### src/rtl/core/sspr_pkg.sv
// ----------------------------------------------------------------------------
// sspr_pkg
// Shared types and constants for the soft start period ramp: field widths,
// opcodes, configuration register indexes, reset values and beat structs.
// ----------------------------------------------------------------------------
package sspr_pkg;

    // field widths
    localparam int PERIOD_W = 16;
    localparam int HALF_W   = 15;
    localparam int VOUT_W   = 12;
    localparam int CFG_IDX_W  = 3;
    localparam int CFG_DATA_W = 16;

    // opcodes of an input beat
    localparam logic OP_RESTART = 1'b0;
    localparam logic OP_TICK    = 1'b1;

    // configuration register indexes
    localparam logic [CFG_IDX_W-1:0] CFG_START_PERIOD   = 3'd0;
    localparam logic [CFG_IDX_W-1:0] CFG_TARGET_PERIOD  = 3'd1;
    localparam logic [CFG_IDX_W-1:0] CFG_RAMP_STEP      = 3'd2;
    localparam logic [CFG_IDX_W-1:0] CFG_SKIP_COUNT     = 3'd3;
    localparam logic [CFG_IDX_W-1:0] CFG_EXIT_THRESHOLD = 3'd4;
    localparam logic [CFG_IDX_W-1:0] CFG_COMPARE_OFFSET = 3'd5;

    // configuration reset values
    localparam logic [PERIOD_W-1:0] START_PERIOD_RST   = 16'd18133;
    localparam logic [PERIOD_W-1:0] TARGET_PERIOD_RST  = 16'd39100;
    localparam logic [PERIOD_W-1:0] RAMP_STEP_RST      = 16'd16;
    localparam logic [PERIOD_W-1:0] SKIP_COUNT_RST     = 16'd4;
    localparam logic [VOUT_W-1:0]   EXIT_THRESHOLD_RST = 12'd2048;
    localparam logic [PERIOD_W-1:0] COMPARE_OFFSET_RST = 16'd342;

    // off compare floor when the period is not above the offset
    localparam logic [PERIOD_W-1:0] OFF_COMPARE_MIN = 16'd1;

    typedef struct packed {
        logic [PERIOD_W-1:0] start_period;
        logic [PERIOD_W-1:0] target_period;
        logic [PERIOD_W-1:0] ramp_step;
        logic [PERIOD_W-1:0] skip_count;
        logic [VOUT_W-1:0]   exit_threshold;
        logic [PERIOD_W-1:0] compare_offset;
    } t_cfg;

    typedef struct packed {
        logic [PERIOD_W-1:0] period_out;
        logic [HALF_W-1:0]   half_period;
        logic [PERIOD_W-1:0] off_compare;
        logic                period_written;
        logic                ramp_done;
        logic [PERIOD_W-1:0] frozen_period;
    } t_result;

endpackage

### src/rtl/core/sspr_in_if.sv
// ----------------------------------------------------------------------------
// sspr_in_if
// Input channel: valid/ready handshake carrying an opcode and a voltage code.
// ----------------------------------------------------------------------------
interface sspr_in_if
    import sspr_pkg::*;
();
    logic              valid;
    logic              ready;
    logic              opcode;
    logic [VOUT_W-1:0] vout_sample;

    modport source (output valid, output opcode, output vout_sample, input ready);
    modport sink   (input valid, input opcode, input vout_sample, output ready);
endinterface

### src/rtl/core/sspr_out_if.sv
// ----------------------------------------------------------------------------
// sspr_out_if
// Result channel: valid/ready handshake carrying the period results.
// ----------------------------------------------------------------------------
interface sspr_out_if
    import sspr_pkg::*;
();
    logic                valid;
    logic                ready;
    logic [PERIOD_W-1:0] period_out;
    logic [HALF_W-1:0]   half_period;
    logic [PERIOD_W-1:0] off_compare;
    logic                period_written;
    logic                ramp_done;
    logic [PERIOD_W-1:0] frozen_period;

    modport source (
        output valid, output period_out, output half_period, output off_compare,
        output period_written, output ramp_done, output frozen_period, input ready
    );
    modport sink (
        input valid, input period_out, input half_period, input off_compare,
        input period_written, input ramp_done, input frozen_period, output ready
    );
endinterface

### src/rtl/core/sspr_ramp.sv
// ----------------------------------------------------------------------------
// sspr_ramp
// Ramp state (period, prescale count, done flag, frozen period) and the
// next-state logic for one beat; also forms the result of that beat.
// ----------------------------------------------------------------------------
module sspr_ramp
    import sspr_pkg::*;
(
    input  logic              i_clk,
    input  logic              i_rst_n,
    input  t_cfg              i_cfg,
    input  logic              i_accept,
    input  logic              i_opcode,
    input  logic [VOUT_W-1:0] i_vout_sample,
    output t_result           o_result
);

    logic [PERIOD_W-1:0] r_period, n_period;
    logic [PERIOD_W-1:0] r_tick, n_tick;
    logic                r_done, n_done;
    logic [PERIOD_W-1:0] r_frozen, n_frozen;
    logic                written;
    logic [PERIOD_W:0]   sum;
    logic [PERIOD_W-1:0] tick_inc;
    logic                early_exit;

    assign sum        = {1'b0, r_period} + {1'b0, i_cfg.ramp_step};
    assign tick_inc   = r_tick + 1'b1;
    assign early_exit = i_vout_sample > i_cfg.exit_threshold;

    // next state for the beat on the input
    always_comb begin
        n_period = r_period;
        n_tick   = r_tick;
        n_done   = r_done;
        n_frozen = r_frozen;
        written  = 1'b0;
        if (i_opcode == OP_RESTART) begin
            n_period = i_cfg.start_period;
            n_done   = 1'b0;
            written  = 1'b1;
        end else if (!r_done) begin
            if (early_exit) begin
                n_done   = 1'b1;
                n_tick   = '0;
                n_frozen = r_period;
            end else if (tick_inc >= i_cfg.skip_count) begin
                n_tick  = '0;
                written = 1'b1;
                if (sum >= {1'b0, i_cfg.target_period}) begin
                    n_period = i_cfg.target_period;
                    n_done   = 1'b1;
                end else begin
                    n_period = sum[PERIOD_W-1:0];
                end
            end else begin
                n_tick = tick_inc;
            end
        end
    end

    // result fields of the beat
    always_comb begin
        o_result.period_out     = n_period;
        o_result.half_period    = n_period[PERIOD_W-1:1];
        o_result.off_compare    = (n_period > i_cfg.compare_offset) ?
                                  (n_period - i_cfg.compare_offset) : OFF_COMPARE_MIN;
        o_result.period_written = written;
        o_result.ramp_done      = n_done;
        o_result.frozen_period  = n_frozen;
    end

    // state update on an accepted beat
    always_ff @(posedge i_clk) begin
        if (!i_rst_n) begin
            r_period <= START_PERIOD_RST;
            r_tick   <= '0;
            r_done   <= 1'b0;
            r_frozen <= '0;
        end else if (i_accept) begin
            r_period <= n_period;
            r_tick   <= n_tick;
            r_done   <= n_done;
            r_frozen <= n_frozen;
        end
    end

    // a restart always reopens the ramp
    a_restart_clears_done: assert property (@(posedge i_clk) disable iff (!i_rst_n)
        i_accept && (i_opcode == OP_RESTART)
        |=> !r_done && (r_period == $past(i_cfg.start_period)))
        else $error("restart did not reload the period");

    // early exit freezes the period and clears the prescaler
    a_exit_freezes: assert property (@(posedge i_clk) disable iff (!i_rst_n)
        i_accept && (i_opcode == OP_TICK) && !r_done && early_exit
        |=> r_done && (r_tick == '0) && (r_frozen == $past(r_period)))
        else $error("early exit did not freeze the period");

    // once done, ticks leave the state alone
    a_done_holds: assert property (@(posedge i_clk) disable iff (!i_rst_n)
        i_accept && (i_opcode == OP_TICK) && r_done
        |=> r_done && $stable(r_period) && $stable(r_tick) && $stable(r_frozen))
        else $error("tick changed state after the ramp finished");

endmodule

### src/rtl/core/soft_start_period_ramp.sv
// A result is registered and appears on the output in the cycle after its input beat.
// Throughput: one beat per cycle; a new beat is taken whenever the result
// register is empty or is being emptied in the same cycle.
// The period state and result register are updated by one add, compare and
// clamp per beat. Synchronous active-low reset restores all configuration
// registers to their defaults, the period to the start value, and empties the output.
// ----------------------------------------------------------------------------
// soft_start_period_ramp
// Soft start switching period ramp with early exit on output voltage,
// configuration registers and a registered result channel.
// ----------------------------------------------------------------------------
module soft_start_period_ramp
    import sspr_pkg::*;
(
    input  logic                  i_clk,
    input  logic                  i_rst_n,
    input  logic                  i_cfg_we,
    input  logic [CFG_IDX_W-1:0]  i_cfg_idx,
    input  logic [CFG_DATA_W-1:0] i_cfg_data,
    sspr_in_if.sink               i_in,
    sspr_out_if.source            o_out
);

    t_cfg    r_cfg;
    t_result step_result;
    t_result r_result;
    logic    r_out_valid;
    logic    accept;

    // configuration registers
    always_ff @(posedge i_clk) begin
        if (!i_rst_n) begin
            r_cfg.start_period   <= START_PERIOD_RST;
            r_cfg.target_period  <= TARGET_PERIOD_RST;
            r_cfg.ramp_step      <= RAMP_STEP_RST;
            r_cfg.skip_count     <= SKIP_COUNT_RST;
            r_cfg.exit_threshold <= EXIT_THRESHOLD_RST;
            r_cfg.compare_offset <= COMPARE_OFFSET_RST;
        end else if (i_cfg_we) begin
            case (i_cfg_idx)
                CFG_START_PERIOD:   r_cfg.start_period   <= i_cfg_data;
                CFG_TARGET_PERIOD:  r_cfg.target_period  <= i_cfg_data;
                CFG_RAMP_STEP:      r_cfg.ramp_step      <= i_cfg_data;
                CFG_SKIP_COUNT:     r_cfg.skip_count     <= i_cfg_data;
                CFG_EXIT_THRESHOLD: r_cfg.exit_threshold <= i_cfg_data[VOUT_W-1:0];
                CFG_COMPARE_OFFSET: r_cfg.compare_offset <= i_cfg_data;
                default: ;
            endcase
        end
    end

    // take a beat when the result register is free or draining
    assign i_in.ready = !r_out_valid || o_out.ready;
    assign accept     = i_in.valid && i_in.ready;

    sspr_ramp u_ramp (
        .i_clk         (i_clk),
        .i_rst_n       (i_rst_n),
        .i_cfg         (r_cfg),
        .i_accept      (accept),
        .i_opcode      (i_in.opcode),
        .i_vout_sample (i_in.vout_sample),
        .o_result      (step_result)
    );

    // result register
    always_ff @(posedge i_clk) begin
        if (!i_rst_n) begin
            r_out_valid <= 1'b0;
        end else if (accept) begin
            r_out_valid <= 1'b1;
        end else if (o_out.ready) begin
            r_out_valid <= 1'b0;
        end
    end

    always_ff @(posedge i_clk) begin
        if (accept) begin
            r_result <= step_result;
        end
    end

    assign o_out.valid          = r_out_valid;
    assign o_out.period_out     = r_result.period_out;
    assign o_out.half_period    = r_result.half_period;
    assign o_out.off_compare    = r_result.off_compare;
    assign o_out.period_written = r_result.period_written;
    assign o_out.ramp_done      = r_result.ramp_done;
    assign o_out.frozen_period  = r_result.frozen_period;

    // a waiting result is never overwritten
    a_no_overwrite: assert property (@(posedge i_clk) disable iff (!i_rst_n)
        r_out_valid && !o_out.ready |-> !accept)
        else $error("input taken while result stalled");

    // every accepted beat shows up as a result next cycle
    a_result_follows: assert property (@(posedge i_clk) disable iff (!i_rst_n)
        accept |=> r_out_valid && (r_result == $past(step_result)))
        else $error("accepted beat did not reach the result register");

    // off compare never falls below its floor
    a_off_floor: assert property (@(posedge i_clk) disable iff (!i_rst_n)
        r_out_valid |-> (r_result.off_compare != '0))
        else $error("off compare reached zero");

endmodule

### src/flat_wrapper.sv
// flat-port wrapper written by rule: the top's interface ports become plain ports
module soft_start_period_ramp_flat import sspr_pkg::*;
  (i_clk, i_rst_n, i_cfg_we, i_cfg_idx, i_cfg_data, i_in_valid, i_in_opcode, i_in_vout_sample, i_in_ready, o_out_valid, o_out_period_out, o_out_half_period, o_out_off_compare, o_out_period_written, o_out_ramp_done, o_out_frozen_period, o_out_ready);
  sspr_in_if i_in_i ();
  sspr_out_if o_out_i ();
  input  logic i_clk;
  input  logic i_rst_n;
  input  logic i_cfg_we;
  input  logic [CFG_IDX_W-1:0] i_cfg_idx;
  input  logic [CFG_DATA_W-1:0] i_cfg_data;
  input wire logic [$bits(i_in_i.valid)-1:0] i_in_valid;
  input wire logic [$bits(i_in_i.opcode)-1:0] i_in_opcode;
  input wire logic [$bits(i_in_i.vout_sample)-1:0] i_in_vout_sample;
  output wire logic [$bits(i_in_i.ready)-1:0] i_in_ready;
  output wire logic [$bits(o_out_i.valid)-1:0] o_out_valid;
  output wire logic [$bits(o_out_i.period_out)-1:0] o_out_period_out;
  output wire logic [$bits(o_out_i.half_period)-1:0] o_out_half_period;
  output wire logic [$bits(o_out_i.off_compare)-1:0] o_out_off_compare;
  output wire logic [$bits(o_out_i.period_written)-1:0] o_out_period_written;
  output wire logic [$bits(o_out_i.ramp_done)-1:0] o_out_ramp_done;
  output wire logic [$bits(o_out_i.frozen_period)-1:0] o_out_frozen_period;
  input wire logic [$bits(o_out_i.ready)-1:0] o_out_ready;
  assign i_in_i.valid = i_in_valid;
  assign i_in_i.opcode = i_in_opcode;
  assign i_in_i.vout_sample = i_in_vout_sample;
  assign i_in_ready = i_in_i.ready;
  assign o_out_valid = o_out_i.valid;
  assign o_out_period_out = o_out_i.period_out;
  assign o_out_half_period = o_out_i.half_period;
  assign o_out_off_compare = o_out_i.off_compare;
  assign o_out_period_written = o_out_i.period_written;
  assign o_out_ramp_done = o_out_i.ramp_done;
  assign o_out_frozen_period = o_out_i.frozen_period;
  assign o_out_i.ready = o_out_ready;
  soft_start_period_ramp u_core (.i_clk(i_clk), .i_rst_n(i_rst_n), .i_cfg_we(i_cfg_we), .i_cfg_idx(i_cfg_idx), .i_cfg_data(i_cfg_data), .i_in(i_in_i), .o_out(o_out_i));
endmodule
### config.mk
export PLATFORM = sky130hd
export DESIGN_NAME = soft_start_period_ramp_flat
export DESIGN_NICKNAME = d
export VERILOG_FILES = /design/src/rtl/core/sspr_pkg.sv /design/src/rtl/core/sspr_in_if.sv /design/src/rtl/core/sspr_out_if.sv /design/src/rtl/core/sspr_ramp.sv /design/src/rtl/core/soft_start_period_ramp.sv /design/src/flat_wrapper.sv
export SDC_FILE = /design/constraint.sdc
export NUM_CORES = 1
export LEC_CHECK = 0
export BUFFER_PORTS_ARGS = -buffer_cell sky130_fd_sc_hd__buf_2
export CAP_MARGIN = 20
export CORE_MARGIN = 4
export CORE_UTILIZATION = 50
export CTS_BUF_LIST = sky130_fd_sc_hd__clkbuf_4 sky130_fd_sc_hd__clkbuf_8
export DETAILED_ROUTE_END_ITERATION = 12
export PLACE_DENSITY = 0.72
export SLEW_MARGIN = 15
export SYNTH_ARGS = -nofsm -noshare
export SYNTH_HDL_FRONTEND = slang
export SYNTH_HIERARCHICAL = 1
export SYNTH_SLANG_ARGS = --single-unit
### constraint.sdc
create_clock -name i_clk -period 6 [get_ports i_clk]
set_clock_uncertainty 0.2 [all_clocks]
set_input_delay 0.9 -clock i_clk [delete_from_list [all_inputs] [get_ports i_clk]]
set_output_delay 0.9 -clock i_clk [all_outputs]
set_load 0.02 [all_outputs]
==> results of run 1 <==
[path summary, 6_finish.rpt]
| kind | start | to | slack, ps | cells after the start |
|---|---|---|---|---|
| worst max register to register | u_core/r_cfg[47]$_SDFFE_PN0P_ | u_core/o_out.off_compare[14]$_DFFE_PP_ | -320 | 27 |
| worst max-delay path | u_core/r_cfg[47]$_SDFFE_PN0P_ | u_core/o_out.off_compare[14]$_DFFE_PP_ | -320 | 27 |
| worst min-delay path | u_core/r_cfg[36]$_SDFFE_PN0P_ | u_core/r_cfg[36]$_SDFFE_PN0P_ | 260 | 2 |
| worst min register to register | u_core/r_cfg[36]$_SDFFE_PN0P_ | u_core/r_cfg[36]$_SDFFE_PN0P_ | 260 | 2 |
[metal layers]
metal	track usage [%]	part of all wire, %	up-vias
li1	-	-	4406
met1	31.9	46	4225
met2	36.6	44	301
met3	4.69	7.2	62
met4	6.82	2.7	0
met5	0	0	-
[worst reg2reg max path: cells and delay by family, from the launching register on]
kind | cells | cell delay (ps)
buf+inv | 1 | 160
simple gates | 7 | 890
flops | 1 | 340
mux | 2 | 380
xor+xnor | 1 | 190
fa+ha+maj | 4 | 940
compound gates | 12 | 2970
[flip-flops by register name, summed over array words and instances (netlist names)]
name / count
u_core/u_ramp/r_frozen: 16
u_core/o_out.period_written: 1
u_core/o_out.period_out: 16
u_core/o_out.off_compare: 16
u_core/o_out.valid: 1
u_core/o_out.ramp_done: 1
u_core/r_cfg: 92
u_core/u_ramp/r_period: 16
u_core/o_out.frozen_period: 16
u_core/u_ramp/r_done: 1
u_core/o_out.half_period: 15
u_core/u_ramp/r_tick: 16
[cell families (layout without fill, tap and decap cells)]
| logic type | after synthesis | in the layout | synth area share (%) |
|---|---|---|---|
| XOR/XNOR | 37 | 37 | 2.85 |
| multiplexers | 146 | 146 | 13.2 |
| AO/OA/AOI/OAI | 192 | 192 | 11.4 |
| adder cells (fa/ha/maj) | 79 | 79 | 8.84 |
| buffers and inverters | 142 | 366 | 6.04 |
| AND/OR/NAND/NOR | 339 | 340 | 15.5 |
| flip-flops | 207 | 207 | 42.2 |
[cells in the mapped netlist (all sizes together), types with 9 or more instances]
master,count,area share (%)
a211oi,11,0.73
a21boi,9,0.59
a21o,15,0.99
a21oi,47,2.1
and2,9,0.50
and3,15,0.84
buf,40,2.5
clkbuf,28,1.1
dfxtp,142,25
edfxtp,65,17
ha,77,8.5
inv,74,2.4
mux2,27,2.7
mux2i,119,10
nand2,136,4.6
nand3,17,0.75
nand4,12,0.66
nor2,40,1.5
nor2b,71,3.9
o21a,9,0.59
o21ai,47,2.1
xnor2,21,1.6
xor2,16,1.2
[power breakdown]
group,total [µW],internal (µW),switching (µW)
Combinational,639,273,366
Clock,1300,707,598
Sequential,1550,1520,29.3
Total,3490,2500,992
[cell type report]
type	instances	area, µm²
repair buffers	227	1470
clock buffers	52	653
inverters	74	278
flip-flops and latches	207	4800
fillers	1845	8380
well taps	280	350
multi-input cells	794	6090
clock inverters	13	73.8
[timing repair]
action	CTS	global route
pin swaps	8	12
buffers inserted	4	6
resized for setup	13	13
endpoints found under the setup margin	16	16
gates cloned	0	1
[through the flow]
stage	cell area [µm²]	hold slack, ps	std cells	setup slack [ps]
floorplan	11400	235	1142	-170
detailed placement	12800	253	1570	-362
global route	13700	280	1647	-589
finish	13700	261	1647	-321
CTS	13600	262	1639	-233
global placement	12800	244	1570	-251
==> metrics.cfg, run 1 <==
[finish]
postLayoutCoreUtil_pct=62.1
n_antenna_cell=0
syn2layout_area_growth_pct=20.8
layout-drive-gt1-share_pct=25.6
layout_common_cells=134 x nand2_1, 134 x dfxtp_1, 122 x buf_4
fin_nets=1456

[sta]
setup_violations=16
hold_viol=0
rsz0062_at_grt=true
slew-limit-headroom_pct=27.4
min_period_ps=6320
fin_ws_ps=-321
fin_crit_sh_pct=105
slew_viol_final=0
max_freq_mhz=158
fin_tns_setup_ps=-3750
worst_pin_slew_ps=1080

[worst_setup_path]
start_kind=flip-flop
critPathArrivalTime_ps=6390
critPathMaxFanout=5
critPathMaxStageDelay_ps=460
critPathSlowestCell=a221o_2
path_buf_inv=1
cpMostUsedCell=a2111oi_4
required_ps=6070
cp-end-kind=flip-flop
cp_top_family=compound AO/OA/AOI/OAI gates
worst-setup-path-type=reg -> reg

[grt]
grt_pass1_wl_mm=47.0
grt_pass1_vias=8796
grt_util_all_layers_pct=23.0
overflow=0
antenna_found_initial=0
grt_max_degree=100

[clock_network]
clkTransAtPathRegs_ps=70
cts_hold_buf=0
cts.sinks=207
clockRootBuffer=clkbuf_8
h-tree-depth=2
cts_tree=done
clk_latency_ps=540
cts_buffers=36
clk_path_buf_depth=3

[floorplanning]
ioPinCount=104
die_h_um=159
die-area_mm2=0.0252
start_util_pct=51.4
die_w_um=159
row_count=54
core_area_mm2=0.0221

[synth]
ys_types=76
ys_warn_count=6
avgSynthCellArea_um2=9.94
syn_area_mm2=0.0114
syn_inst=1142
synth_nets=1258
ys_ff_latch=207
synth_top_flop_cell=dfxtp_1
postSynth.asyncResetShare_pct=0
synth-edff-count=65
ys_seq_area_share_pct=42.2

[routing]
routedWlPerCell_um=18.2
via_count=8994
drtIter0Drc=452
ant_nets=0
vias_per_cell=5.46
drc=0
drtPass1Iterations=5
drt_wl_total_mm=30.0

[power]
powerDensity_mw_per_mm2=255
p_leak_uw=0.00624
total_power_uw=3490
max-vdd-ir-drop_uv=165

[placement]
portBuffers=103
dp_hpwl_mm=22.0
globalplace.congestion=0.955

[status]
violations=negative setup slack
outcome=complete, but fails checks

[run]
drv_cap=0

[worst_hold_path]
hp-class=reg -> reg

Note: power is estimated with default switching activity, not from simulation.
==> run 2: changes to the inputs <==
--- a/config.mk
+++ b/config.mk
@@ -7,11 +7,14 @@
 export LEC_CHECK = 0
 export BUFFER_PORTS_ARGS = -buffer_cell sky130_fd_sc_hd__buf_2
 export CAP_MARGIN = 20
+export CELL_PAD_IN_SITES_DETAIL_PLACEMENT = 1
+export CELL_PAD_IN_SITES_GLOBAL_PLACEMENT = 2
 export CORE_MARGIN = 4
-export CORE_UTILIZATION = 50
+export CORE_UTILIZATION = 36
 export CTS_BUF_LIST = sky130_fd_sc_hd__clkbuf_4 sky130_fd_sc_hd__clkbuf_8
 export DETAILED_ROUTE_END_ITERATION = 12
-export PLACE_DENSITY = 0.72
+export PLACE_DENSITY_LB_ADDON = 0.1
+export SETUP_SLACK_MARGIN = 0.15
 export SLEW_MARGIN = 15
 export SYNTH_ARGS = -nofsm -noshare
 export SYNTH_HDL_FRONTEND = slang
==> constraint.sdc (replaced) <==
create_clock -name i_clk -period 5.3 [get_ports i_clk]
set_clock_uncertainty 0.2 [all_clocks]
set_input_delay 0.795 -clock i_clk [delete_from_list [all_inputs] [get_ports i_clk]]
set_output_delay 0.795 -clock i_clk [all_outputs]
set_load 0.02 [all_outputs]
==> metrics.cfg, run 2 (same netlist as run 1, synthesis figures left out) <==
[sta]
fin_ws_ps=-1130
rsz0062_at_grt=true
worst_pin_slew_ps=1000
slew-limit-headroom_pct=32.8
min_period_ps=6430
hold_ws_ps=260
hold_viol=0
slew_viol_final=0
max_freq_mhz=155
setup_violations=16
fin_crit_sh_pct=121

[finish]
layout_common_cells=182 x buf_4, 135 x dfxtp_1, 134 x nand2_1
syn2layout_area_growth_pct=27.4
nFillCells=3514
final_common_cell=buf_4
largest_reg_flops=92
n_antenna_cell=0
layout-drive-gt1-share_pct=28.9
fin_nets=1520
top_register=u_core/r_cfg

[clock_network]
cts_buffers=38
cts.sinks=207
clk_latency_ps=550
clk_path_buf_depth=3
h-tree-depth=2
cts_tree=done
clockRootBuffer=clkbuf_8
cts_hold_buf=0
clkTransAtPathRegs_ps=60

[floorplanning]
die-area_mm2=0.0345
ioPinCount=104
core_area_mm2=0.0308
die_h_um=186
row_count=64
start_util_pct=36.8
die_w_um=186

[routing]
routedWlPerCell_um=19.5
ant_nets=0
drtIter0Drc=363
via_count=9258
drtPass1Iterations=5
drt_wl_total_mm=35.7
drc=0
vias_per_cell=5.06

[power]
total_power_uw=4190
max-vdd-ir-drop_uv=146
powerDensity_mw_per_mm2=290
p_leak_uw=0.00661

[worst_setup_path]
critPathMaxStageDelay_ps=420
critPathArrivalTime_ps=6520
cp_top_family=compound AO/OA/AOI/OAI gates
cp-end-kind=flip-flop
worst-setup-path-type=reg -> reg
start_kind=flip-flop
required_ps=5390
critPathSlowestCell=a221o_1
path_buf_inv=2
critPathMaxFanout=5

[grt]
overflow=0
busiest_layer=met2
grtUsageMet2_pct=34.0
grt_use_met3_pct=3.28
grtUsageMet1_pct=28.5
grt_pass1_wl_mm=55.2
antenna_found_initial=1
grt_util_all_layers_pct=20.7
grt_pass1_vias=9750
grt_max_degree=78

[status]
outcome=complete, but fails checks
violations=negative setup slack

[placement]
portBuffers=103
dp_hpwl_mm=26.9
globalplace.congestion=0.873

[worst_hold_path]
hp-class=reg -> reg

[run]
drv_cap=0

-- run 2: cell count changes in the layout (fill, tap and decap cells not counted), sizes merged --
cell | previous run | this run
buf | 227 | 290
bufinv | 0 | 2
clkbuf | 52 | 57
clkinv | 9 | 7
nand2 | 137 | 136
-- run 2: layer usage --
layer / share of wire [%] / up-vias
li1: - / 4527
met2: 46 / 185
met1: 48 / 4486
met4: 2.6 / 2
met3: 4.0 / 58
met5: 0.045 / -
-- run 2: per-stage QoR --
step | worst slack (ps) | area [µm²] | utilization, % | TNS (ps) | cells
global placement | -1150 | 13400 | 43.4 | -17900 | 1746
global route | -1460 | 14500 | 46.9 | -21540 | 1830
finish | -1130 | 14500 | 46.9 | -17160 | 1830
CTS | -1210 | 14400 | 46.6 | -18340 | 1825
detailed placement | -1370 | 13400 | 43.4 | -20850 | 1747
floorplan | -870 | 11400 | - | -13030 | 1142
-- run 2: final cells by class --
cell class                 count  area (µm²)  share of cell area [%]
multi-input combinational    793        6120                    42.3
clock buffer                  57         691                    4.77
tap                          396         495                    3.42
inverter                      74         278                    1.92
clock inverter                13         128                   0.882
timing repair buffer         290        1950                    13.5
sequential                   207        4800                    33.2
-- run 2: power by group --
| part | switching, µW | internal (µW) |
|---|---|---|
| Combinational | 443 | 345 |
| Clock | 705 | 940 |
| Sequential | 35.2 | 1720 |
| Total | 1180 | 3010 |
-- run 2: tightest hold or removal path: stages, from the launching register on --
cell	delay [ps]
dfxtp_1	310
nand2_1	50
mux2i_1	50
-- run 2: path summary, 6_finish.rpt --
| path | start | end | slack, ps | cells after the start |
|---|---|---|---|---|
| setup / recovery | u_core/u_ramp/r_period[1]$_SDFFE_PN0P_ | u_core/o_out.off_compare[14]$_DFFE_PP_ | -1130 | 25 |
| hold / removal | u_core/r_cfg[73]$_SDFFE_PN0P_ | u_core/r_cfg[73]$_SDFFE_PN0P_ | 260 | 2 |
| setup reg to reg | u_core/u_ramp/r_period[1]$_SDFFE_PN0P_ | u_core/o_out.off_compare[14]$_DFFE_PP_ | -1130 | 25 |
| hold reg to reg | u_core/r_cfg[73]$_SDFFE_PN0P_ | u_core/r_cfg[73]$_SDFFE_PN0P_ | 260 | 2 |
-- run 2: what timing repair did --
item | 4_1_cts | 5_1_grt
endpoints found under the hold margin | 0 | 0
pin swaps | 25 | 16
endpoints found under the setup margin | 16 | 20
buffers inserted | 8 | 4
gates resized for setup | 21 | 12
==> run 3: changes to the inputs <==
==> constraint.sdc (replaced) <==
create_clock -name i_clk -period 5.6 [get_ports i_clk]
set_clock_uncertainty 0.2 [all_clocks]
set_input_delay 0.84 -clock i_clk [delete_from_list [all_inputs] [get_ports i_clk]]
set_output_delay 0.84 -clock i_clk [all_outputs]
set_load 0.02 [all_outputs]
==> metrics.cfg, run 3 (same netlist as run 1, synthesis figures left out) <==
[finish]
top_register=u_core/r_cfg
final_common_cell=buf_4
postLayoutCoreUtil_pct=46.5
largest_reg_flops=92
nFillCells=3532
n_antenna_cell=0
syn2layout_area_growth_pct=26.3
layout_common_cells=176 x buf_4, 134 x nand2_1, 133 x dfxtp_1
fin_nets=1517
layout-drive-gt1-share_pct=28.8

[clock_network]
cts_tree=done
clockRootBuffer=clkbuf_8
clk_path_buf_depth=3
cts_buffers=38
h-tree-depth=2
cts.sinks=207
clkTransAtPathRegs_ps=70
clk_latency_ps=550

[placement]
globalplace.congestion=0.828
dp_hpwl_mm=27.0
portBuffers=103

[routing]
routedWlPerCell_um=19.8
drc=0
drt_wl_total_mm=36.0
drtPass1Iterations=4
via_count=9181
ant_nets=0
vias_per_cell=5.04
drtIter0Drc=362

[worst_setup_path]
setup.worst_path.start=u_core/u_ramp/r_period[1]$_SDFFE_PN0P_
critPathArrivalTime_ps=6490
r2r_start=u_core/u_ramp/r_period[1]$_SDFFE_PN0P_
cp-end-kind=flip-flop
start_kind=flip-flop
r2r_slack_ps=-810
critPathMaxFanout=4
required_ps=5690
worst-setup-path-type=reg -> reg

[grt]
overflow=0
grt_pass1_vias=9747
grt_max_degree=87
grt_util_all_layers_pct=20.9
antenna_found_initial=0
grt_pass1_wl_mm=55.9

[floorplanning]
core_area_mm2=0.0308
die_w_um=186
die_h_um=186
row_count=64
die-area_mm2=0.0345
start_util_pct=36.8
ioPinCount=104

[worst_hold_path]
hp-class=reg -> reg
hold_start=u_core/r_cfg[40]$_SDFFE_PN0P_

[sta]
setup_violations=16
min_period_ps=6410
fin_ws_ps=-806
hold_ws_ps=259
rsz0062_at_grt=true
max_freq_mhz=156
slew-limit-headroom_pct=27.2
fin_crit_sh_pct=114
worst_pin_slew_ps=1090
hold_viol=0
slew_viol_final=0

[status]
outcome=complete, but fails checks
violations=negative setup slack

[power]
p_leak_uw=0.00654
total_power_uw=3820
powerDensity_mw_per_mm2=266
max-vdd-ir-drop_uv=142

[run]
drv_cap=0

## run 3: metal layers
layer / GRT usage (%) / part of all wire [%] / vias to the layer above
met5: 0 / 0 / -
met4: 5.19 / 2.0 / 0
met3: 3.36 / 4.3 / 43
met2: 34.9 / 46 / 166
met1: 28.5 / 47 / 4454
li1: - / - / 4518
## run 3: worst paths after layout
path	end	cells after the start
setup / recovery	u_core/o_out.off_compare[14]$_DFFE_PP_	27
hold / removal	u_core/r_cfg[40]$_SDFFE_PN0P_	2
setup reg to reg	u_core/o_out.off_compare[14]$_DFFE_PP_	27
hold reg to reg	u_core/r_cfg[40]$_SDFFE_PN0P_	2
## run 3: layout make-up
class / count / area [µm²] / area share, %
flip-flops and latches: 207 / 4810 / 33.5
multi-input cells: 793 / 6120 / 42.7
inverters: 74 / 278 / 1.94
repair buffers: 287 / 1930 / 13.5
clock inverters: 10 / 53.8 / 0.375
clock buffers: 55 / 657 / 4.58
well taps: 396 / 495 / 3.46
## run 3: worst max-delay path, cell delays in order, from the launching register on
cell	delay, ps
dfxtp_2	340
ha_4	230
a21o_1	170
a211o_1	320
o41ai_1	340
buf_4	180
o21ai_0	90
xnor2_1	300
ha_1	310
nand4_1	200
nor4_4	90
a2111oi_4	250
o311ai_4	200
nor2_8	180
mux2_4	330
or2_4	270
a31oi_4	220
ha_4	170
fa_2	230
nor2b_4	50
o21ai_2	190
a21boi_2	80
o21a_1	190
a221o_1	320
a221o_1	390
buf_6	150
nand3b_1	70
mux2i_1	60
## run 3: timing repair
item,CTS,global route
resized for setup,24,18
pin swaps,26,8
hold buffers,0,0
endpoints found under the setup margin,16,16
setup buffers,12,3
## run 3: power breakdown
part | switching (µW) | internal (µW)
clock network | 654 | 752
registers | 32.9 | 1630
logic | 421 | 327
total | 1110 | 2710
## run 3: through the flow
| stage | setup WS [ps] | cell area, µm² | std cells | setup TNS (ps) |
|---|---|---|---|---|
| floorplan | -570 | 11400 | 1142 | -8230 |
| global placement | -836 | 13300 | 1741 | -12860 |
| detailed placement | -983 | 13300 | 1742 | -15160 |
| CTS | -838 | 14200 | 1819 | -12670 |
| global route | -1090 | 14300 | 1822 | -16140 |
| finish | -806 | 14300 | 1822 | -12010 |
